===== src/rtl/core/wsf_pkg.sv =====
// Package for the Wigner-Seitz fold block: widths, neighbour table, types.
// No dependencies.
package wsf_pkg;
  localparam int NEIGHBOURS = 13;
  localparam int MAX_PASSES_DEF = 10;
  localparam int MAX_STEPS_DEF = 256;
  localparam int LAT_BITS = 21;
  localparam int NB_BITS = 23;
  localparam int POS_BITS = 32;
  localparam int VW = 48;
  localparam int DW = 64;
  localparam int NORM_BITS = 48;
  localparam int NIDX_BITS = 4;

  typedef enum logic [1:0] {
    REG_A = 2'd0,
    REG_B = 2'd1,
    REG_C = 2'd2
  } reg_idx_t;

  typedef enum logic [2:0] {
    ST_IDLE,
    ST_DOT,
    ST_CMP,
    ST_STEP,
    ST_DONE
  } back_state_t;

  typedef logic signed [1:0] coef_t;

  function automatic coef_t coef(input logic [NIDX_BITS-1:0] n, input logic [1:0] j);
    logic [5:0] row;
    coef_t c;
    begin
      case (n)
        4'd0:    row = 6'b01_00_00;
        4'd1:    row = 6'b00_01_00;
        4'd2:    row = 6'b00_00_01;
        4'd3:    row = 6'b01_01_00;
        4'd4:    row = 6'b01_11_00;
        4'd5:    row = 6'b00_01_01;
        4'd6:    row = 6'b00_01_11;
        4'd7:    row = 6'b01_00_01;
        4'd8:    row = 6'b11_00_01;
        4'd9:    row = 6'b01_01_01;
        4'd10:   row = 6'b01_11_11;
        4'd11:   row = 6'b01_01_11;
        4'd12:   row = 6'b01_11_01;
        default: row = 6'b00_00_00;
      endcase
      case (j)
        2'd0:    c = row[5:4];
        2'd1:    c = row[3:2];
        default: c = row[1:0];
      endcase
      return c;
    end
  endfunction

  typedef struct packed {
    logic signed [POS_BITS-1:0] x;
    logic signed [POS_BITS-1:0] y;
    logic signed [POS_BITS-1:0] z;
  } pos_t;
endpackage


===== src/rtl/core/wsf_if.sv =====
// Valid/ready channel interfaces for the fold block.
// Depends on wsf_pkg.
interface wsf_in_if import wsf_pkg::*; ();
  logic valid;
  logic ready;
  logic signed [POS_BITS-1:0] vec_x;
  logic signed [POS_BITS-1:0] vec_y;
  logic signed [POS_BITS-1:0] vec_z;
  modport source (output valid, vec_x, vec_y, vec_z, input ready);
  modport sink (input valid, vec_x, vec_y, vec_z, output ready);
endinterface



===== src/rtl/core/wsf_front.sv =====
// Front end: accepts positions into a two-entry queue.
// Depends on wsf_pkg and wsf_if.
module wsf_front import wsf_pkg::*; (
  input  logic        clk,
  input  logic        rst,
  wsf_in_if.sink      in_ch,
  output logic        q_valid,
  output pos_t        q_data,
  input  logic        q_pop
);
  pos_t       mem [2];
  logic       wr_ptr;
  logic       rd_ptr;
  logic [1:0] count;
  logic       push;

  assign in_ch.ready = (count != 2'd2);
  assign push = in_ch.valid && in_ch.ready;
  assign q_valid = (count != 2'd0);
  assign q_data = mem[rd_ptr];

  always_ff @(posedge clk) begin
    if (push) begin
      mem[wr_ptr] <= '{x: in_ch.vec_x, y: in_ch.vec_y, z: in_ch.vec_z};
    end
  end

  always_ff @(posedge clk) begin
    if (rst) begin
      wr_ptr <= 1'b0;
      rd_ptr <= 1'b0;
      count <= 2'd0;
    end else begin
      if (push) wr_ptr <= ~wr_ptr;
      if (q_pop) rd_ptr <= ~rd_ptr;
      count <= count + {1'b0, push} - {1'b0, q_pop};
    end
  end
endmodule


===== src/flat_wrapper.sv =====
// flat-port wrapper written by rule: the top's interface ports become plain ports
module wsf_front_flat import wsf_pkg::*;
  (clk, rst, q_valid, q_data, q_pop, in_ch_valid, in_ch_vec_x, in_ch_vec_y, in_ch_vec_z, in_ch_ready);
  wsf_in_if in_ch_i ();
  input  logic clk;
  input  logic rst;
  output logic q_valid;
  output pos_t q_data;
  input  logic q_pop;
  input wire logic [$bits(in_ch_i.valid)-1:0] in_ch_valid;
  input wire logic [$bits(in_ch_i.vec_x)-1:0] in_ch_vec_x;
  input wire logic [$bits(in_ch_i.vec_y)-1:0] in_ch_vec_y;
  input wire logic [$bits(in_ch_i.vec_z)-1:0] in_ch_vec_z;
  output wire logic [$bits(in_ch_i.ready)-1:0] in_ch_ready;
  assign in_ch_i.valid = in_ch_valid;
  assign in_ch_i.vec_x = in_ch_vec_x;
  assign in_ch_i.vec_y = in_ch_vec_y;
  assign in_ch_i.vec_z = in_ch_vec_z;
  assign in_ch_ready = in_ch_i.ready;
  wsf_front u_core (.clk(clk), .rst(rst), .in_ch(in_ch_i), .q_valid(q_valid), .q_data(q_data), .q_pop(q_pop));
endmodule

===== config.mk =====
export PLATFORM = sky130hd
export DESIGN_NAME = wsf_front_flat
export DESIGN_NICKNAME = d
export VERILOG_FILES = /design/src/rtl/core/wsf_pkg.sv /design/src/rtl/core/wsf_if.sv /design/src/rtl/core/wsf_front.sv /design/src/flat_wrapper.sv
export SDC_FILE = /design/constraint.sdc
export NUM_CORES = 1
export LEC_CHECK = 0
export BUFFER_PORTS_ARGS = -buffer_cell sky130_fd_sc_hd__clkbuf_2
export CORE_ASPECT_RATIO = 1.25
export CORE_MARGIN = 2
export CORE_UTILIZATION = 49
export CTS_BUF_LIST = sky130_fd_sc_hd__clkbuf_8
export CTS_CLUSTER_DIAMETER = 40
export DETAILED_ROUTE_END_ITERATION = 16
export PLACE_DENSITY = 0.89
export SLEW_MARGIN = 10
export SYNTH_ARGS = -nofsm -noshare
export SYNTH_HDL_FRONTEND = slang
export SYNTH_SLANG_ARGS = --single-unit

===== constraint.sdc =====
create_clock -name clk -period 3.05 [get_ports clk]
set_input_delay 0.1525 -clock clk [delete_from_list [all_inputs] [get_ports clk]]
set_output_delay 0.1525 -clock clk [all_outputs]
set_load 0.01 [all_outputs]

==> summary.txt, run 1 <==
STA
  – Fin Hold WS: 436 ps
  – Setup-failing EPs final: 0
  – RSZ-0062 raised after global routing: false
  – Setup TNS: 0 ps
  – Final worst path period need: 2320 ps
  – Max transition margin: approximately half
  – Fmax: between 0.4 and 0.5 GHz
  – Final Hold Viols: 0
  – Final Skew: approximately 13 ps
  – Max Slew Vio Count: 0
  – Worst-Margin Slew: ~740 ps
  – Final worst path period share: between 70% and 80%

Logic synthesis
  – Ys async rst share: 0%
  – #FFs+latches synth: ~200
  – Synthesized-area fraction occupied by adder cells: less than 1%
  – Avg Cell Area, Syn: 22.7 um^2
  – Largest family of logic cells by synthesized area: multiplexers
  – Xor and xnor area share after synthesis: less than 1%
  – Mapped Nets: ~430
  – Gate count after technology mapping: ~330
  – YS warnings: 0
  – Register area share after synthesis: ~80%
  – Number of synthesized flops with an enable pin: approximately 190
  – Post-synthesis mux area share: ~17%
  – Ys flop type: edfxtp_1
  – Library cells used by synthesis: 25
  – Synth Cell Area: roughly 7400 um^2
  – Compound-Gate Fraction of Synth Area: less than 1%
  – Simple-gate share of the synthesized area: less than 1%

Place
  – Placed Cells incl. Taps: 700
  – Buffers on Ports: ~200
  – Post-DP HPWL: 8850 um
  – Final GP Congestion: 0.730
  – Post-DP Area: about 8500 um^2

GRT
  – First-pass GRT wire length: around 22000 um
  – Initial antenna violation count: 0
  – Gr ovfl total: 0
  – Largest net degree at the start of global routing: 54
  – Vias in the first global route: approximately 4500
  – Total Routing Usage GR: about 19%

Routing
  – DRT antenna net count: 0
  – Post-route DRC: 0
  – Total Wirelength: about 15000 um
  – Routed via count: approximately 4200
  – Drt pass-1 iters: 4
  – WL per Instance: 17.9 um
  – DR iter-0 viols: ~240
  – DR vias/cell: around 5

Finish
  – Nets: 737
  – Area occupied by multi-input gates: 1370 um^2
  – # diodes: 0
  – Layout cell share with drive strength beyond 1: 51.2%
  – P&R area growth vs syn: 34.3%
  – Most frequent cells in the layout: 197 x clkbuf_2, 192 x edfxtp_1, 99 x dlygate4sd3_1, 56 x mux2_2, 40 x mux2_4
  – Post-Layout Cell Count: 830
  – # fillers: between 900 and 1000
  – Post-route cell area: ~9900 um^2
  – Commonest non-fill, non-tap cell in the layout: clkbuf_2
  – Reg area: between 5000 and 6000 um^2

Clock tree
  – Worst skew pair latency: 440 ps
  – CTS buffer count: 17
  – Post-CTS sizing: 0
  – Hold-fix buffers, CTS: between 90 and 100
  – Postcts setup bufs: 0
  – CTS tree: built
  – Clock slew at reported path FFs: roughly 90 ps
  – Htree depth: 4
  – Clk sinks: a little under 200
  – CTS max path bufs: 2
  – Root Buffer: clkbuf_8

Floorplanning
  – Die X: about 110 um
  – Starting Density: 49.7%
  – Die ar.: roughly 16000 um^2
  – Rows: 50
  – I/O pin cnt: just under 200
  – Core box area: 14800 um^2
  – Die H: 141 um

Min path
  – WHS Path Cells: 2
  – Worst hold start: in_ch_vec_y[17]
  – Hold Path End: u_core.mem[1][49]
  – Hold crit path type: input pin to flop

Pwr
  – Flop pwr share: between 50% and 60%
  – Leakage: 0.00386 uW
  – Internal Pwr Total: ~4300 uW
  – Power share of the clock group: a little over a quarter
  – Combinational Power Share: roughly 16%
  – NetSw: 1370 uW
  – Worst vdd ir: around 0.38 mV
  – Switch share: between 20% and 30%
  – PwrDens: approximately 580 nW/um^2

Critical path
  – Crit-path cells: buf_12 > mux2_2 > clkbuf_2
  – Slowest CP cell: dfxtp_4
  – Crit path buf inv count: 2
  – RR Endpoint: u_core.mem[0][35]
  – Startpoint types: flop
  – Crit. End Element: output port
  – Reg2reg start: u_core.count[0]
  – Crit path max-delay family: flip-flops
  – FF-to-FF setup slack: just over 1000 ps
  – Crit path max fanout: 43
  – Crit Path Class: flop to output port
  – Depth of the worst register-to-register path: 4
  – CP arrival: 2170 ps
  – Max incr delay on CP: approximately 820 ps
  – WP data required: 2900 ps

Flow run
  – Max Cap Viol: 0

Outcome
  – Status: completed
## power by group through the flow
stage / clock [uW] / combinational (uW) / sequential [uW]
after floorplan: 0 / 510 / 3320
after global placement: 0 / 774 / 3340
after detailed placement: 0 / 800 / 3350
after CTS: 1520 / 906 / 3290
after global routing: 1610 / 971 / 3310
final: 1480 / 912 / 3290
## stage by stage
| step | power [uW] | setup slack (ps) | utilization (%) |
|---|---|---|---|
| global placement | 4110 | 1230 | 57.7 |
| global route | 5900 | 606 | 66.7 |
| finish | 5690 | 726 | 66.7 |
| CTS | 5720 | 675 | 66.7 |
| floorplan | 3830 | 33.6 | - |
| detailed placement | 4150 | 1130 | 57.7 |
## cell families after synthesis
logic type               count (synthesis)
buffers and inverters                   13
multiplexers                            98
XOR/XNOR                                 1
flip-flops                             197
AND/OR/NAND/NOR                         11
adder cells (fa/ha/maj)                  1
AO/OA/AOI/OAI                            4
## routing by layer
| metal | global-route usage, % | vias to the layer above | part of all wire (%) |
|---|---|---|---|
| li1 | - | 1902 | - |
| met1 | 20.4 | 2094 | 38 |
| met2 | 33.7 | 163 | 54 |
| met3 | 5.55 | 24 | 6.1 |
| met4 | 7.19 | 0 | 1.7 |
| met5 | 0 | - | 0 |
## flip-flops by register name (all words and copies together) (netlist names), named ones only
name and flops:
u_core.wr_ptr 1, u_core.count 2, u_core.mem 192, u_core.rd_ptr 1
## cells in the mapped netlist (2+ instances only)
| master | instances | share of area, % |
|---|---|---|
| buf_12 | 4 | 1.1 |
| edfxtp_1 | 192 | 78 |
| nor2_1 | 3 | 0.15 |
| inv_1 | 2 | 0.10 |
| a21oi_1 | 2 | 0.14 |
| buf_2 | 5 | 0.34 |
| dfxtp_1 | 5 | 1.4 |
| mux2_4 | 40 | 8.2 |
| mux2_2 | 56 | 8.6 |
## worst max path at each step
stage                                   end  slack (ps)  depth (start not counted)             from
after CTS                        q_data[16]         670                          3             flop
after floorplan            u_core.mem[0][0]          30                          3  u_core.count[0]
after global routing              q_data[8]         610                          3             flop
after global placement           q_data[30]        1230                          3             flop
after detailed placement  u_core.mem[0][42]        1130                          4  u_core.count[0]
final                            q_data[30]         730                          3             flop
## area by class of cell
cell class | instances | share of cell area, %
Clock inverter | 14 | 1.18
Tap cell | 182 | 2.30
Multi-Input combinational cell | 115 | 13.8
Sequential cell | 197 | 59.3
Timing Repair Buffer | 303 | 20.9
Clock buffer | 17 | 2.37
Inverter | 2 | 0.101
Note: power is estimated with default switching activity, not from simulation.
==> inputs of run 2 (changes only) <==
--- a/config.mk
+++ b/config.mk
@@ -5,6 +5,7 @@
 export SDC_FILE = /design/constraint.sdc
 export NUM_CORES = 1
 export LEC_CHECK = 0
+export ABC_AREA = 1
 export BUFFER_PORTS_ARGS = -buffer_cell sky130_fd_sc_hd__clkbuf_2
 export CORE_ASPECT_RATIO = 1.25
 export CORE_MARGIN = 2
==> constraint.sdc (replaced) <==
create_clock -name clk -period 2 [get_ports clk]
set_input_delay 0.1 -clock clk [delete_from_list [all_inputs] [get_ports clk]]
set_output_delay 0.1 -clock clk [all_outputs]
set_load 0.01 [all_outputs]
==> run 2 against run 1 <==
  * Clock-buffer cell count increased by 3
  * Final area up 0.86%
  * First-iteration DRC count up 8.5%
  * Critical endpoint is now q_data[1]
  * Sequential power rose by 52%
  * Flip-flop and latch count did not move
  * Clock power grew 80%
  * Synthesized cell count grew 2.2%
  * Clock skew increased by 3.7 ps
  * Register-to-register slack worse by 610 ps
  * Worst setup slack lost 520 ps
  * Final cell count rose by 0.72%
==> summary.txt, run 2 <==
GRT
  – Initial antenna violation count: 0
  – Met3 Use GR: around 4.3%
  – Met1 Use GR: roughly a fifth
  – First-pass GRT wire length: between 20000 and 25000 um
  – GRT met2 Usage: a little over a third
  – Gr ovfl total: 0
  – Largest net degree at the start of global routing: 97
  – Total Routing Usage GR: ~19%
  – Most Crowded Layer GR: met2
  – Vias in the first global route: 4630

STA
  – Final Hold Viols: 0
  – Final worst path period need: about 1800 ps
  – Final worst path period share: approximately nine tenths
  – Max transition margin: 64.6%
  – Setup-failing EPs final: 0
  – Max Slew Vio Count: 0
  – Fmax: around 0.56 GHz
  – RSZ-0062 raised after global routing: false
  – Worst-Margin Slew: around 530 ps
  – Final Skew: roughly 17 ps

Finish
  – Post-route cell area: between 9000 and 10000 um^2
  – Commonest non-fill, non-tap cell in the layout: clkbuf_2
  – Most frequent cells in the layout: 197 x clkbuf_2, 192 x edfxtp_1, 100 x dlygate4sd3_1, 56 x mux2_2, 40 x mux2_4
  – Max FFs per register: around 190
  – Layout cell share with drive strength beyond 1: 51.1%
  – P&R area growth vs syn: 35.7%
  – Nets: roughly 740
  – # diodes: 0
  – Largest regs: u_core.mem x192, u_core.count x2
  – Top reg by flops: u_core.mem

Clock tree
  – Root Buffer: clkbuf_8
  – CTS max path bufs: 2
  – CTS buffer count: 17
  – Htree depth: 4
  – Clock slew at reported path FFs: approximately 100 ps
  – CTS tree: built
  – Worst skew pair latency: approximately 450 ps
  – Clk sinks: roughly 200
  – Post-CTS sizing: 0

Place
  – Post-DP HPWL: ~8600 um
  – Final GP Congestion: a little over 0.7
  – Buffers on Ports: ~200
  – Post-DP Area: 8550 um^2

Logic synthesis
  – Gate count after technology mapping: ~330
  – Number of synthesized flops with an enable pin: around 190
  – Register area share after synthesis: between 70% and 80%
  – YS warnings: 0
  – #FFs+latches synth: between 150 and 200
  – Ys async rst share: 0%
  – Mapped Nets: ~430
  – Largest area contributor in the netlist: edfxtp_1
  – Synth top cells by count: 192 x edfxtp_1, 56 x mux2_2, 40 x mux2_4
  – Synth Cell Area: 7350 um^2
  – Yosys top cell area share: about 78%
  – Library cells used by synthesis: 16
  – Ys flop type: edfxtp_1
  – Synth area leaders: edfxtp_1 78%, mux2_2 8.6%, mux2_4 8.2%
  – Avg Cell Area, Syn: approximately 22 um^2
  – Count leader, synth: edfxtp_1

Min path
  – Worst hold start: in_ch_vec_z[12]
  – WHS Path Cells: 2
  – Hold crit path type: input pin to flop
  – Hold Path End: u_core.mem[0][12]

Routing
  – Drt pass-1 iters: 6
  – DR vias/cell: between 4 and 5
  – Post-route DRC: 0
  – DRT antenna net count: 0
  – WL per Instance: around 18 um
  – Total Wirelength: about 15000 um
  – Routed via count: roughly 4200
  – DR iter-0 viols: 256

Floorplanning
  – Starting Density: 49.6%
  – Rows: 50
  – Core box area: approximately 15000 um^2
  – Die H: between 100 and 150 um
  – I/O pin cnt: approximately 200
  – Die ar.: 16000 um^2
  – Die X: between 100 and 150 um

Critical path
  – FF-to-FF setup slack: between 400 and 500 ps
  – Crit path max fanout: between 40 and 50
  – CP arrival: around 1700 ps
  – Crit Path Class: flop to output port
  – Depth of the worst register-to-register path: 3
  – Crit. End Element: output port
  – WP data required: ~1900 ps
  – Startpoint types: flop
  – RR Endpoint: u_core.mem[1][66]
  – Reg2reg start: u_core.wr_ptr

Pwr
  – Worst vdd ir: 0.740 mV
  – Final Power: a little over 9000 uW
  – PwrDens: around 900 nW/um^2
  – Leakage: approximately 0.0039 uW

Outcome
  – Status: completed

Flow run
  – Max Cap Viol: 0
[run 2: through the flow]
step	hold slack, ps	util (%)	setup TNS [ps]	cells	setup slack (ps)
finish	371	67.3	0	836	208
floorplan	172	-	-68930	332	-369
global route	347	67.3	0	836	134
detailed placement	295	57.7	0	704	482
CTS	332	67.3	0	836	176
global placement	289	57.7	0	704	542
[run 2: cell families after synthesis]
kind of cell	count (synthesis)	synth area share [%]
flops	197	79.8
mux	96	16.7
buf+inv	17	2.09
simple gates	17	0.885
compound gates	3	0.204
xor+xnor	1	0.119
fa+ha+maj	1	0.170
[run 2: worst max-delay path by stage]
| stage | startpoint | end | slack, ps | cells past startpoint |
|---|---|---|---|---|
| 2_1_floorplan | u_core.count[0] | u_core.mem[0][0] | -370 | 4 |
| 3_3_place_gp | u_core.count[0] | u_core.mem[0][65] | 540 | 5 |
| 3_5_place_dp | u_core.count[0] | u_core.mem[0][61] | 480 | 5 |
| 4_1_cts | flop | q_data[1] | 180 | 3 |
| 5_1_grt | flop | q_data[1] | 130 | 3 |
| 6_report | flop | q_data[1] | 210 | 3 |
[run 2: routing by layer]
layer  vias up  wire length [um]  share of wire, %
met2       183              8590                56
met3        47               702               4.6
met4         0               637               4.1
met1      2023              5460                35
li1       1914                 -                 -
met5         -                 0                 0
[run 2: worst max-delay path: stages (launching register included)]
cell and delay, ps:
dfxtp_4 380, buf_12 290, mux2_2 390, clkbuf_2 130
[run 2: where the power goes]
group	internal, uW	leakage, uW	switching, uW
clock	1340	0.000219	1320
sequential	4910	0.00183	89.2
combinational	715	0.00187	732
[run 2: timing repair]
| action | in CTS | in global routing |
|---|---|---|
| hold endpoints to repair | 197 | 0 |
| setup buffers | 0 | 0 |
| hold buffers | 100 | 0 |
[run 2: layout make-up]
class / count / area, um^2
Sequential cell: 197 / 5870
Fill cell: 939 / 4850
Timing Repair Buffer: 301 / 2070
Clock buffer: 20 / 275
Tap cell: 182 / 228
Clock inverter: 12 / 150
Inverter: 6 / 22.5
Multi-Input combinational cell: 118 / 1360
==> inputs of run 3 (changes only) <==
--- a/config.mk
+++ b/config.mk
@@ -5,15 +5,15 @@
 export SDC_FILE = /design/constraint.sdc
 export NUM_CORES = 1
 export LEC_CHECK = 0
-export ABC_AREA = 1
+export ABC_AREA = 0
 export BUFFER_PORTS_ARGS = -buffer_cell sky130_fd_sc_hd__clkbuf_2
 export CORE_ASPECT_RATIO = 1.25
 export CORE_MARGIN = 2
-export CORE_UTILIZATION = 49
+export CORE_UTILIZATION = 45
 export CTS_BUF_LIST = sky130_fd_sc_hd__clkbuf_8
 export CTS_CLUSTER_DIAMETER = 40
 export DETAILED_ROUTE_END_ITERATION = 16
-export PLACE_DENSITY = 0.89
+export PLACE_DENSITY = 0.84
 export SLEW_MARGIN = 10
 export SYNTH_ARGS = -nofsm -noshare
 export SYNTH_HDL_FRONTEND = slang
==> run 3 against run 2 <==
  * Hold slack worse by 6.5 ps
  * Sequential power hardly changed
  * Highest routed layer unchanged
  * Final cell count is 3.7% higher
  * Combinational power hardly changed
  * Via count is 1.9% lower
  * Register-to-register slack worse by 20 ps
  * Routed wire length is 2.3% lower
  * First-iteration DRC count stayed put
  * Final area is 0.20% higher
  * Maximum frequency is 2.5% lower
  * Die area is 8.8% higher
==> summary.txt, run 3 (synthesis results as in run 1) <==
Outcome
  – Status: completed

Clock tree
  – Clock slew at reported path FFs: 100 ps
  – CTS tree: built
  – Postcts setup bufs: 0
  – CTS buffer count: 17
  – Clk sinks: between 150 and 200
  – Htree depth: 4
  – Worst skew pair latency: 460 ps
  – Root Buffer: clkbuf_8
  – CTS max path bufs: 2

Min path
  – Hold crit path type: input pin to flop

Place
  – Buffers on Ports: about 200
  – Setup slack at placement: roughly 420 ps
  – Post-DP HPWL: about 8900 um
  – Final GP Congestion: approximately 0.70
  – Placed Cells incl. Taps: around 740

STA
  – Max transition margin: 74.0%
  – Final Skew: slightly above 8 ps
  – RSZ-0062 raised after global routing: false
  – Final worst path period share: 91.9%
  – Worst-Margin Slew: about 390 ps
  – Fmax: 0.544 GHz
  – Worst setup margin: roughly 160 ps
  – Setup-failing EPs final: 0
  – Max Slew Vio Count: 0
  – Final Hold Viols: 0
  – Final worst path period need: roughly 1800 ps

GRT
  – Total Routing Usage GR: between 15 and 20%
  – Most Crowded Layer GR: met2
  – Largest net degree at the start of global routing: 65
  – Met3 Use GR: around 4.5%
  – GRT met2 Usage: between 30% and 40%
  – First-pass GRT wire length: 23000 um
  – Initial antenna violation count: 0
  – Vias in the first global route: 4488
  – Met1 Use GR: between 10% and 20%
  – Gr ovfl total: 0

Finish
  – # fillers: roughly 1100
  – Layout cell share with drive strength beyond 1: roughly 52%
  – Most frequent cells in the layout: 197 x clkbuf_2, 192 x edfxtp_1, 100 x dlygate4sd3_1, 56 x mux2_2, 40 x mux2_4
  – Nets: between 700 and 800
  – # diodes: 0
  – Largest regs: u_core.mem x192, u_core.count x2
  – P&R area growth vs syn: 35.7%
  – Post-Layout Cell Count: between 800 and 900
  – Max FFs per register: approximately 190
  – Top reg by flops: u_core.mem
  – Commonest non-fill, non-tap cell in the layout: clkbuf_2

Critical path
  – Crit-path cells: buf_12 > mux2_2 > clkbuf_2
  – CP arrival: approximately 1700 ps
  – Crit path max fanout: 64
  – Startpoint types: flop
  – WP data required: roughly 1900 ps
  – Max incr delay on CP: about 400 ps
  – FF-to-FF setup slack: about 400 ps
  – Crit Path Class: flop to output port
  – Slowest CP cell: mux2_2
  – Crit. End Element: output port

Routing
  – DR vias/cell: between 4 and 5
  – Routed via count: approximately 4000
  – DR iter-0 viols: 256
  – DRT antenna net count: 0
  – Total Wirelength: between 15000 and 20000 um
  – WL per Instance: between 15 and 20 um
  – Post-route DRC: 0
  – Drt pass-1 iters: 4

Floorplanning
  – Die ar.: approximately 17000 um^2
  – Die X: between 100 and 150 um
  – Starting Density: 45.6%
  – Rows: 52
  – I/O pin cnt: roughly 200
  – Core box area: around 16000 um^2
  – Die H: about 150 um

Pwr
  – Flop pwr share: 57.1%
  – NetSw: roughly 2100 uW
  – Internal Pwr Total: between 6000 and 7000 uW
  – Combinational Power Share: between 15 and 20%
  – Leakage: around 0.004 uW
  – Final Power: a little under 9000 uW
  – Power share of the clock group: between 20% and 30%
  – Worst vdd ir: roughly 0.59 mV
  – Switch share: between 20% and 30%
  – PwrDens: ~870 nW/um^2

Flow run
  – Max Cap Viol: 0
==> run 3: cell count changes in the layout (fill, tap and decap cells not counted), moves of 3 or more <==
| cell | change |
|---|---|
| clkbuf_8 | -3 |
| clkinv_2 | +4 |
| nand2_1 | -6 |
| inv_1 | -4 |
==> run 3: power groups by stage <==
stage	Sequential [uW]	Combinational (uW)	Clock [uW]
detailed placement	5070	1290	0
global route	5010	1550	2530
floorplan	5060	784	0
global placement	5050	1260	0
CTS	4980	1450	2360
finish	4980	1440	2300
==> run 3: layer usage <==
layer	up-vias	wire, um
li1	1907	-
met1	2005	5710
met2	152	8170
met3	22	832
met4	0	309
met5	-	0
==> run 3: metrics by stage <==
stage                     util [%]  hold WS, ps  TNS [ps]  area, um^2
after floorplan                  -          162    -55910        7380
after global placement        53.6          288         0        8650
after detailed placement      53.6          292         0        8650
after CTS                     61.9          334         0       10000
after global routing          61.9          345         0       10000
final                         61.9          365         0       10000
==> run 3: cell type report <==
cell class	count	area, um^2	share of cell area, %
clock buffer	17	234	2.34
inverter	2	11.3	0.113
multi-input combinational	115	1370	13.7
tap	216	270	2.70
sequential	197	5870	58.7
clock inverter	15	114	1.14
timing repair buffer	305	2120	21.2
==> run 3: critical path: cells and delay by family, from the launching register on <==
| family | cells | cell delay [ps] |
|---|---|---|
| buffers and inverters | 2 | 470 |
| DFF | 1 | 380 |
| muxes | 1 | 400 |
==> run 3: worst paths after layout <==
kind,cells after the start,start,endpoint
hold / removal,2,in_ch_vec_y[12],u_core.mem[1][44]
setup reg to reg,5,u_core.count[0],u_core.count[1]
setup / recovery,3,flop,q_data[45]
hold reg to reg,2,u_core.rd_ptr,flop
==> run 3: timing repair <==
item | 4_1_cts | 5_1_grt
endpoints found under the hold margin | 197 | 0
hold buffers | 100 | 0
gates resized for setup | 0 | 0
